<file path="src/qrs_pkg.sv">
// shared constants and types for the quadratic root solver
package qrs_pkg;

	localparam int COEF_WIDTH_DEF = 16;
	localparam int FRAC_BITS_DEF = 16;
	localparam int OUT_WIDTH = 34;

	typedef enum logic [2:0] {
		KIND_LINEAR   = 3'd0,
		KIND_INVALID  = 3'd1,
		KIND_TWO_REAL = 3'd2,
		KIND_DOUBLE   = 3'd3,
		KIND_COMPLEX  = 3'd4
	} root_kind_t;

endpackage

</file>
<file path="src/qrs_front.sv">
// front stages: products, discriminant, case decode, numerator base and divisor
module qrs_front #(
	parameter int COEF_WIDTH = qrs_pkg::COEF_WIDTH_DEF,
	parameter int FRAC_BITS = qrs_pkg::FRAC_BITS_DEF
) (
	input  logic clk,
	input  logic arst_n,
	input  logic en,
	input  logic in_valid,
	input  logic signed [COEF_WIDTH-1:0] coef_a,
	input  logic signed [COEF_WIDTH-1:0] coef_b,
	input  logic signed [COEF_WIDTH-1:0] coef_c,
	output logic out_valid,
	output qrs_pkg::root_kind_t kind,
	output logic [2*COEF_WIDTH+1:0] disc_mag,
	output logic signed [COEF_WIDTH+FRAC_BITS+2:0] numer,
	output logic signed [COEF_WIDTH+1:0] den
);
	import qrs_pkg::*;

	localparam int NW = COEF_WIDTH + FRAC_BITS + 3;
	localparam int DENW = COEF_WIDTH + 2;
	localparam int DSW = 2 * COEF_WIDTH + 3;
	localparam int DW = 2 * COEF_WIDTH + 2;

	logic v_s1;
	logic signed [COEF_WIDTH-1:0] a_s1, b_s1, c_s1;
	logic signed [2*COEF_WIDTH-1:0] bb_s1, ac_s1;

	logic signed [DSW-1:0] disc;
	logic signed [DSW-1:0] disc_neg;
	logic signed [NW-1:0] b_ext, c_ext;
	logic a_zero, b_zero;
	root_kind_t kind_c;
	logic signed [NW-1:0] numer_c;
	logic signed [DENW-1:0] den_c;

	logic v_s2;
	root_kind_t kind_s2;
	logic [DW-1:0] mag_s2;
	logic signed [NW-1:0] numer_s2;
	logic signed [DENW-1:0] den_s2;

	always_ff @(posedge clk or negedge arst_n) begin
		if (!arst_n) begin
			v_s1 <= 1'b0;
			v_s2 <= 1'b0;
		end else if (en) begin
			v_s1 <= in_valid;
			v_s2 <= v_s1;
		end
	end

	always_ff @(posedge clk) begin
		if (en) begin
			a_s1 <= coef_a;
			b_s1 <= coef_b;
			c_s1 <= coef_c;
			bb_s1 <= coef_b * coef_b;
			ac_s1 <= coef_a * coef_c;
		end
	end

	always_comb begin
		disc = DSW'(bb_s1) - (DSW'(ac_s1) <<< 2);
		disc_neg = -disc;
		b_ext = NW'(b_s1);
		c_ext = NW'(c_s1);
		a_zero = (a_s1 == '0);
		b_zero = (b_s1 == '0);
		if (a_zero) begin
			numer_c = -(c_ext <<< FRAC_BITS);
			if (b_zero) begin
				kind_c = KIND_INVALID;
				den_c = DENW'(1);
			end else begin
				kind_c = KIND_LINEAR;
				den_c = DENW'(b_s1);
			end
		end else begin
			numer_c = -(b_ext <<< FRAC_BITS);
			den_c = DENW'(a_s1) <<< 1;
			if (disc > 0) begin
				kind_c = KIND_TWO_REAL;
			end else if (disc == '0) begin
				kind_c = KIND_DOUBLE;
			end else begin
				kind_c = KIND_COMPLEX;
			end
		end
	end

	always_ff @(posedge clk) begin
		if (en) begin
			kind_s2 <= kind_c;
			mag_s2 <= disc[DSW-1] ? disc_neg[DW-1:0] : disc[DW-1:0];
			numer_s2 <= numer_c;
			den_s2 <= den_c;
		end
	end

	assign out_valid = v_s2;
	assign kind = kind_s2;
	assign disc_mag = mag_s2;
	assign numer = numer_s2;
	assign den = den_s2;

endmodule

</file>
<file path="config.mk">
export PLATFORM = sky130hd
export DESIGN_NAME = qrs_front
export DESIGN_NICKNAME = d
export VERILOG_FILES = /design/src/qrs_pkg.sv /design/src/qrs_front.sv
export SDC_FILE = /design/constraint.sdc
export NUM_CORES = 2
export LEC_CHECK = 0
export BUFFER_PORTS_ARGS = -buffer_cell sky130_fd_sc_hd__buf_2
export CORE_MARGIN = 1
export CORE_UTILIZATION = 48
export DETAILED_ROUTE_END_ITERATION = 16
export GPL_ROUTABILITY_DRIVEN = 1
export PLACE_DENSITY = 0.64
export SLEW_MARGIN = 20
export SYNTH_ARGS = -nofsm -noshare
export SYNTH_HDL_FRONTEND = slang
export SYNTH_SLANG_ARGS = --single-unit
</file>
<file path="constraint.sdc">
create_clock -name clk -period 7 [get_ports clk]
set_input_delay 1.05 -clock clk [delete_from_list [all_inputs] [get_ports clk]]
set_output_delay 1.05 -clock clk [all_outputs]
set_load 0.02 [all_outputs]
</file>
---- Word level (Yosys, flattened, before mapping) ----
Index checks and enable logic that the tools add are counted.
cells by class
  multipliers ............................. 2
  reduce and logical (&&, ||, !) cells .... 3
  add/sub/neg operators ................... 4
  muxes and demuxes ....................... 8
  order comparisons ....................... 1
operators with widths
  kind                                                 number
  negator 32 -> 35 bit                                 2
  multiplier 16 x 16 -> 32 bit                         2
  2-to-1 mux 18 bit                                    2
  > comparator 35 x 1 -> 1 bit, second input constant  1
  zero test 35 bit                                     1
  2-to-1 mux 35 bit                                    1
  subtractor 32 x 34 -> 35 bit                         1
  2-to-1 mux 34 bit                                    1
  negator 34 bit                                       1
  zero test 16 bit                                     2
  2-to-1 mux 3 bit                                     3
  2-to-1 mux 1 bit                                     1
word-level totals
  output and inout port bits .............. 91
  word-level logic and storage cells ...... 30
  bits of input ports ..................... 52
  flip-flop bits (word level) ............. 204

---- Longest topological paths before layout ----
  word-level depth ........................ 5
  mapped depth ............................ 25
  mapped depth without buffers ............ 25

---- Worst setup path before layout ----
No wires, ideal clock.
  path type ............................... in2reg
  start ................................... input port coef_b[4]
  end ..................................... register bb_s1[31], data pin
  slack ................................... -0.305 ns
  data arrival time ....................... 7.045 ns
  setup time .............................. 0.260 ns
  buffers on the path ..................... 2
  cell stages on the path ................. 25
  required time ........................... 6.740 ns
  cell sequence ........................... clkbuf_1 clkbuf_1 nand2_1 fa_1 inv_1 fa_1 inv_1 fa_1 inv_1 fa_1 fa_1 inv_1 fa_1 inv_1 ha_1 a21o_1 a21oi_1 o21ai_0 a221o_1 and2_1 o311ai_0 a31oi_1 a211oi_1 a21oi_1 xnor2_1
on the way
  word-level cells in the longest chain between the ends .. 1
ends and longest elaborated chain
  element                       RTL line         text
  start, declared               qrs_front.sv:11  input logic signed [COEF_WIDTH-1:0] coef_b,
  multiplier 16 x 16 -> 32 bit  qrs_front.sv:59  bb_s1 <= coef_b * coef_b;
  end signal, assigned          qrs_front.sv:59
  end, declared                 qrs_front.sv:28  logic signed [2*COEF_WIDTH-1:0] bb_s1, ac_s1;
Every way passes these cells.
A chain may end at the register's enable or synchronous reset.

---- Worst setup path in the final report ----
  start ................................... input port coef_b[8]
  end ..................................... register bb_s1[30], data pin
Same word-level chain as after synthesis.

==> flow_summary.yaml <==
route:
  drt_iter0_markers: 1060
  wl_per_cell_um: 17.1
  final_antenna_net_count: 0
  vias_per_cell: 5.19
  drt_wl_total_mm: 66.4
  dr_total_vias: 20100
  post-route-drc-count: 0
  dr.pass1.iters: 5
die:
  core_region_area_um2: 57700
  start_util_pct: 48.6
  die_w_um: 244
  dieHeight_um: 244
  die_area_um2: 59300
  placementRows: 88
  ios: 143
worst_setup_path:
  cpPeakStageDelay_ns: 0.54
  required_ns: 7.22
  cp.arrival_ns: 6.97
  crit_family: "adder cells"
  path_max_fanout: 13
  regToRegSetupSlack_ns: 2.17
  path_cells: "buf_2 -> buf_4 -> and2_1 -> fa_1 -> inv_1 -> fa_1 -> fa_1 -> inv_1 -> fa_1 -> fa_1 -> inv_1 -> fa_1 -> inv_1 -> ha_1 -> nand4_1 -> buf_4 -> nor3_1 -> a21oi_2 -> o211ai_1 -> o41a_1 -> a2111o_1 -> a21o_1 -> a21oi_1 -> xnor2_1"
  crit_top_cell: "fa_1"
  end_kind: "register"
  critPathLaunchType: "input port"
  cp_slowest_cell: "fa_1"
  path_buf_inv: 7
  worst-setup-path-type: "input port to register"
logic_synthesis:
  async_reset_ff_share_pct: 1.08
  netlist-cell-type-count: 79
  yosys_warnings: 0
  synth_area_um2: 28000
  syn_avg_cell_area_um2: 9.88
  synth-seq-cells: 185
  yosysSeqAreaShare_pct: 19.8
  synth_edf_count: 183
  synth-main-ff-cell: "edfxtp_1"
  syn_inst: 2835
final_layout:
  antenna_cells: 0
  final_common_cell: "inv_1"
  layout_common_cells: "inv_1, fa_1, nand2_1, ha_1, buf_4"
  stdcell_count: 3880
  final_core_util_pct: 54.5
  drive_above_1_share_pct: 12.6
  area_growth_pct: 12.2
  layout.nets: 3862
sta:
  hold_violations: 0
  worstMarginPinSlew_ns: 1.03
  slew_violations: 0
  final.setup_skew_ns: 0.0177
  setup_violations: 0
  fmax_mhz: 148
  finalCriticalPeriod_ns: 6.75
  relSlewSlack_pct: 31.0
  min_period_over_period_pct: 96.5
job:
  drv_cap: 0
global_route:
  grt_pass1_wl_mm: 109
  overflow: 0
  grt_pass1_vias: 21500
  grt_max_degree: 121
  antenna_found_initial: 3
  grt_usage_pct: 23.6
placed_design:
  port_buffers: 126
  dp_cells: 3848
  dp_hpwl_mm: 56.9
  gp_congestion: 0.896
run_status:
  status: "finished, final reports clean"
clocking:
  clk_latency_ns: 0.46
  cts_buffer_depth: 2
  numCtsBuffers: 17
  tritoncts: "yes"
  clockRootBuffer: "clkbuf_16"
  clk_pin_slew_worst_paths_ns: 0.07
  numClockSinks: 185
  hold_buffers: 0
  cts_max_level: 4
min_path:
  min_path_type: "input port to asynchronous set/reset pin"
## path summary, 6_finish.rpt
path / start / cells past startpoint / to
hold / removal: arst_n / 1 / out_valid
setup reg to reg: bb_s1[2] / 14 / disc_mag[21]
min in group clk: v_s1 / 1 / out_valid
max in group asynchronous: arst_n / 1 / v_s1
hold reg to reg: v_s1 / 1 / out_valid
setup / recovery: coef_b[8] / 24 / bb_s1[30]
## layout make-up
class	count	area (µm²)
Multi-Input combinational cell	1891	19600
Timing Repair Buffer	325	2150
Clock inverter	12	156
Fill cell	5218	26300
Sequential cell	185	5550
Tap cell	765	957
Clock buffer	20	447
Inverter	682	2560
## metal layers
layer,GRT usage (%),part of all wire [%],up-vias
li1,-,-,9309
met1,31.7,43,10200
met2,40.7,50,499
met3,2.48,4.5,86
met4,6.60,2.6,2
met5,0,0.012,-
## worst reg2reg max path, delay by kind of cell (launching register included)
kind,cells,cell delay (ns)
AO/OA/AOI/OAI,6,2.43
XOR/XNOR,1,0.40
adder cells (fa/ha/maj),2,0.62
buffers and inverters,2,0.16
flip-flops,1,0.38
AND/OR/NAND/NOR,3,0.62
## kinds of logic after synthesis
family | share of synthesized area, %
AO/OA/AOI/OAI | 7.71
flip-flops | 19.8
buffers and inverters | 10.6
XOR/XNOR | 4.81
multiplexers | 0.188
adder cells (fa/ha/maj) | 44.9
AND/OR/NAND/NOR | 12.0
other | 0.0134
## sequential cells by signal, summed over array words and instances, names as in the netlist, 16 cells and up
register	cells
disc_mag	34
ac_s1	32
c_s1	16
a_s1	16
numer	19
bb_s1	30
den	17
b_s1	16
## metrics by stage
| step | TNS (ns) | cell area [µm²] | setup WS [ns] | hold WS, ns |
|---|---|---|---|---|
| finish | 0 | 31400 | 0.247 | 0.353 |
| global route | -0.0129 | 31400 | -0.0129 | 0.338 |
| CTS | 0 | 31400 | 0.0559 | 0.336 |
| detailed placement | -2.36 | 30800 | -0.418 | 0.492 |
| global placement | -1.94 | 30800 | -0.394 | 0.484 |
| floorplan | 0 | 28100 | 0.00556 | 0.475 |
## repair_timing
item	CTS	global route
buffers inserted	0	0
resized for setup	0	12
setup endpoints to repair	0	8
endpoints found under the hold margin	0	0
## cells in the mapped netlist, drive strengths merged (3+ instances only)
master	instances	share of area, %
inv	681	9.1
fa	495	35
nand2	250	3.3
ha	213	9.5
edfxtp	183	20
and2	158	3.5
nor2	128	1.7
xnor2	112	3.5
a21oi	88	1.6
clkbuf	71	0.95
o21ai	57	1.0
a21o	48	1.3
xor2	42	1.3
nor3	22	0.39
buf	21	0.54
nand2b	20	0.45
nand3	20	0.36
o21a	19	0.51
nor2b	16	0.36
o31ai	14	0.39
nor4	13	0.37
a211oi	12	0.32
a31oi	12	0.27
nand4	12	0.34
o21bai	12	0.32
and3	11	0.25
or3	8	0.18
or2	7	0.16
o211ai	6	0.16
a31o	5	0.16
or4	5	0.15
a211o	4	0.13
a21boi	4	0.11
o31a	4	0.13
a41oi	3	0.094
and4	3	0.094
mux2i	3	0.11
nand3b	3	0.080
o2111ai	3	0.094
o211a	3	0.11
o22ai	3	0.067
o311a	3	0.11
Power is not shown: default switching activity piles up to over one toggle a cycle in this logic, so the estimate is an artifact.
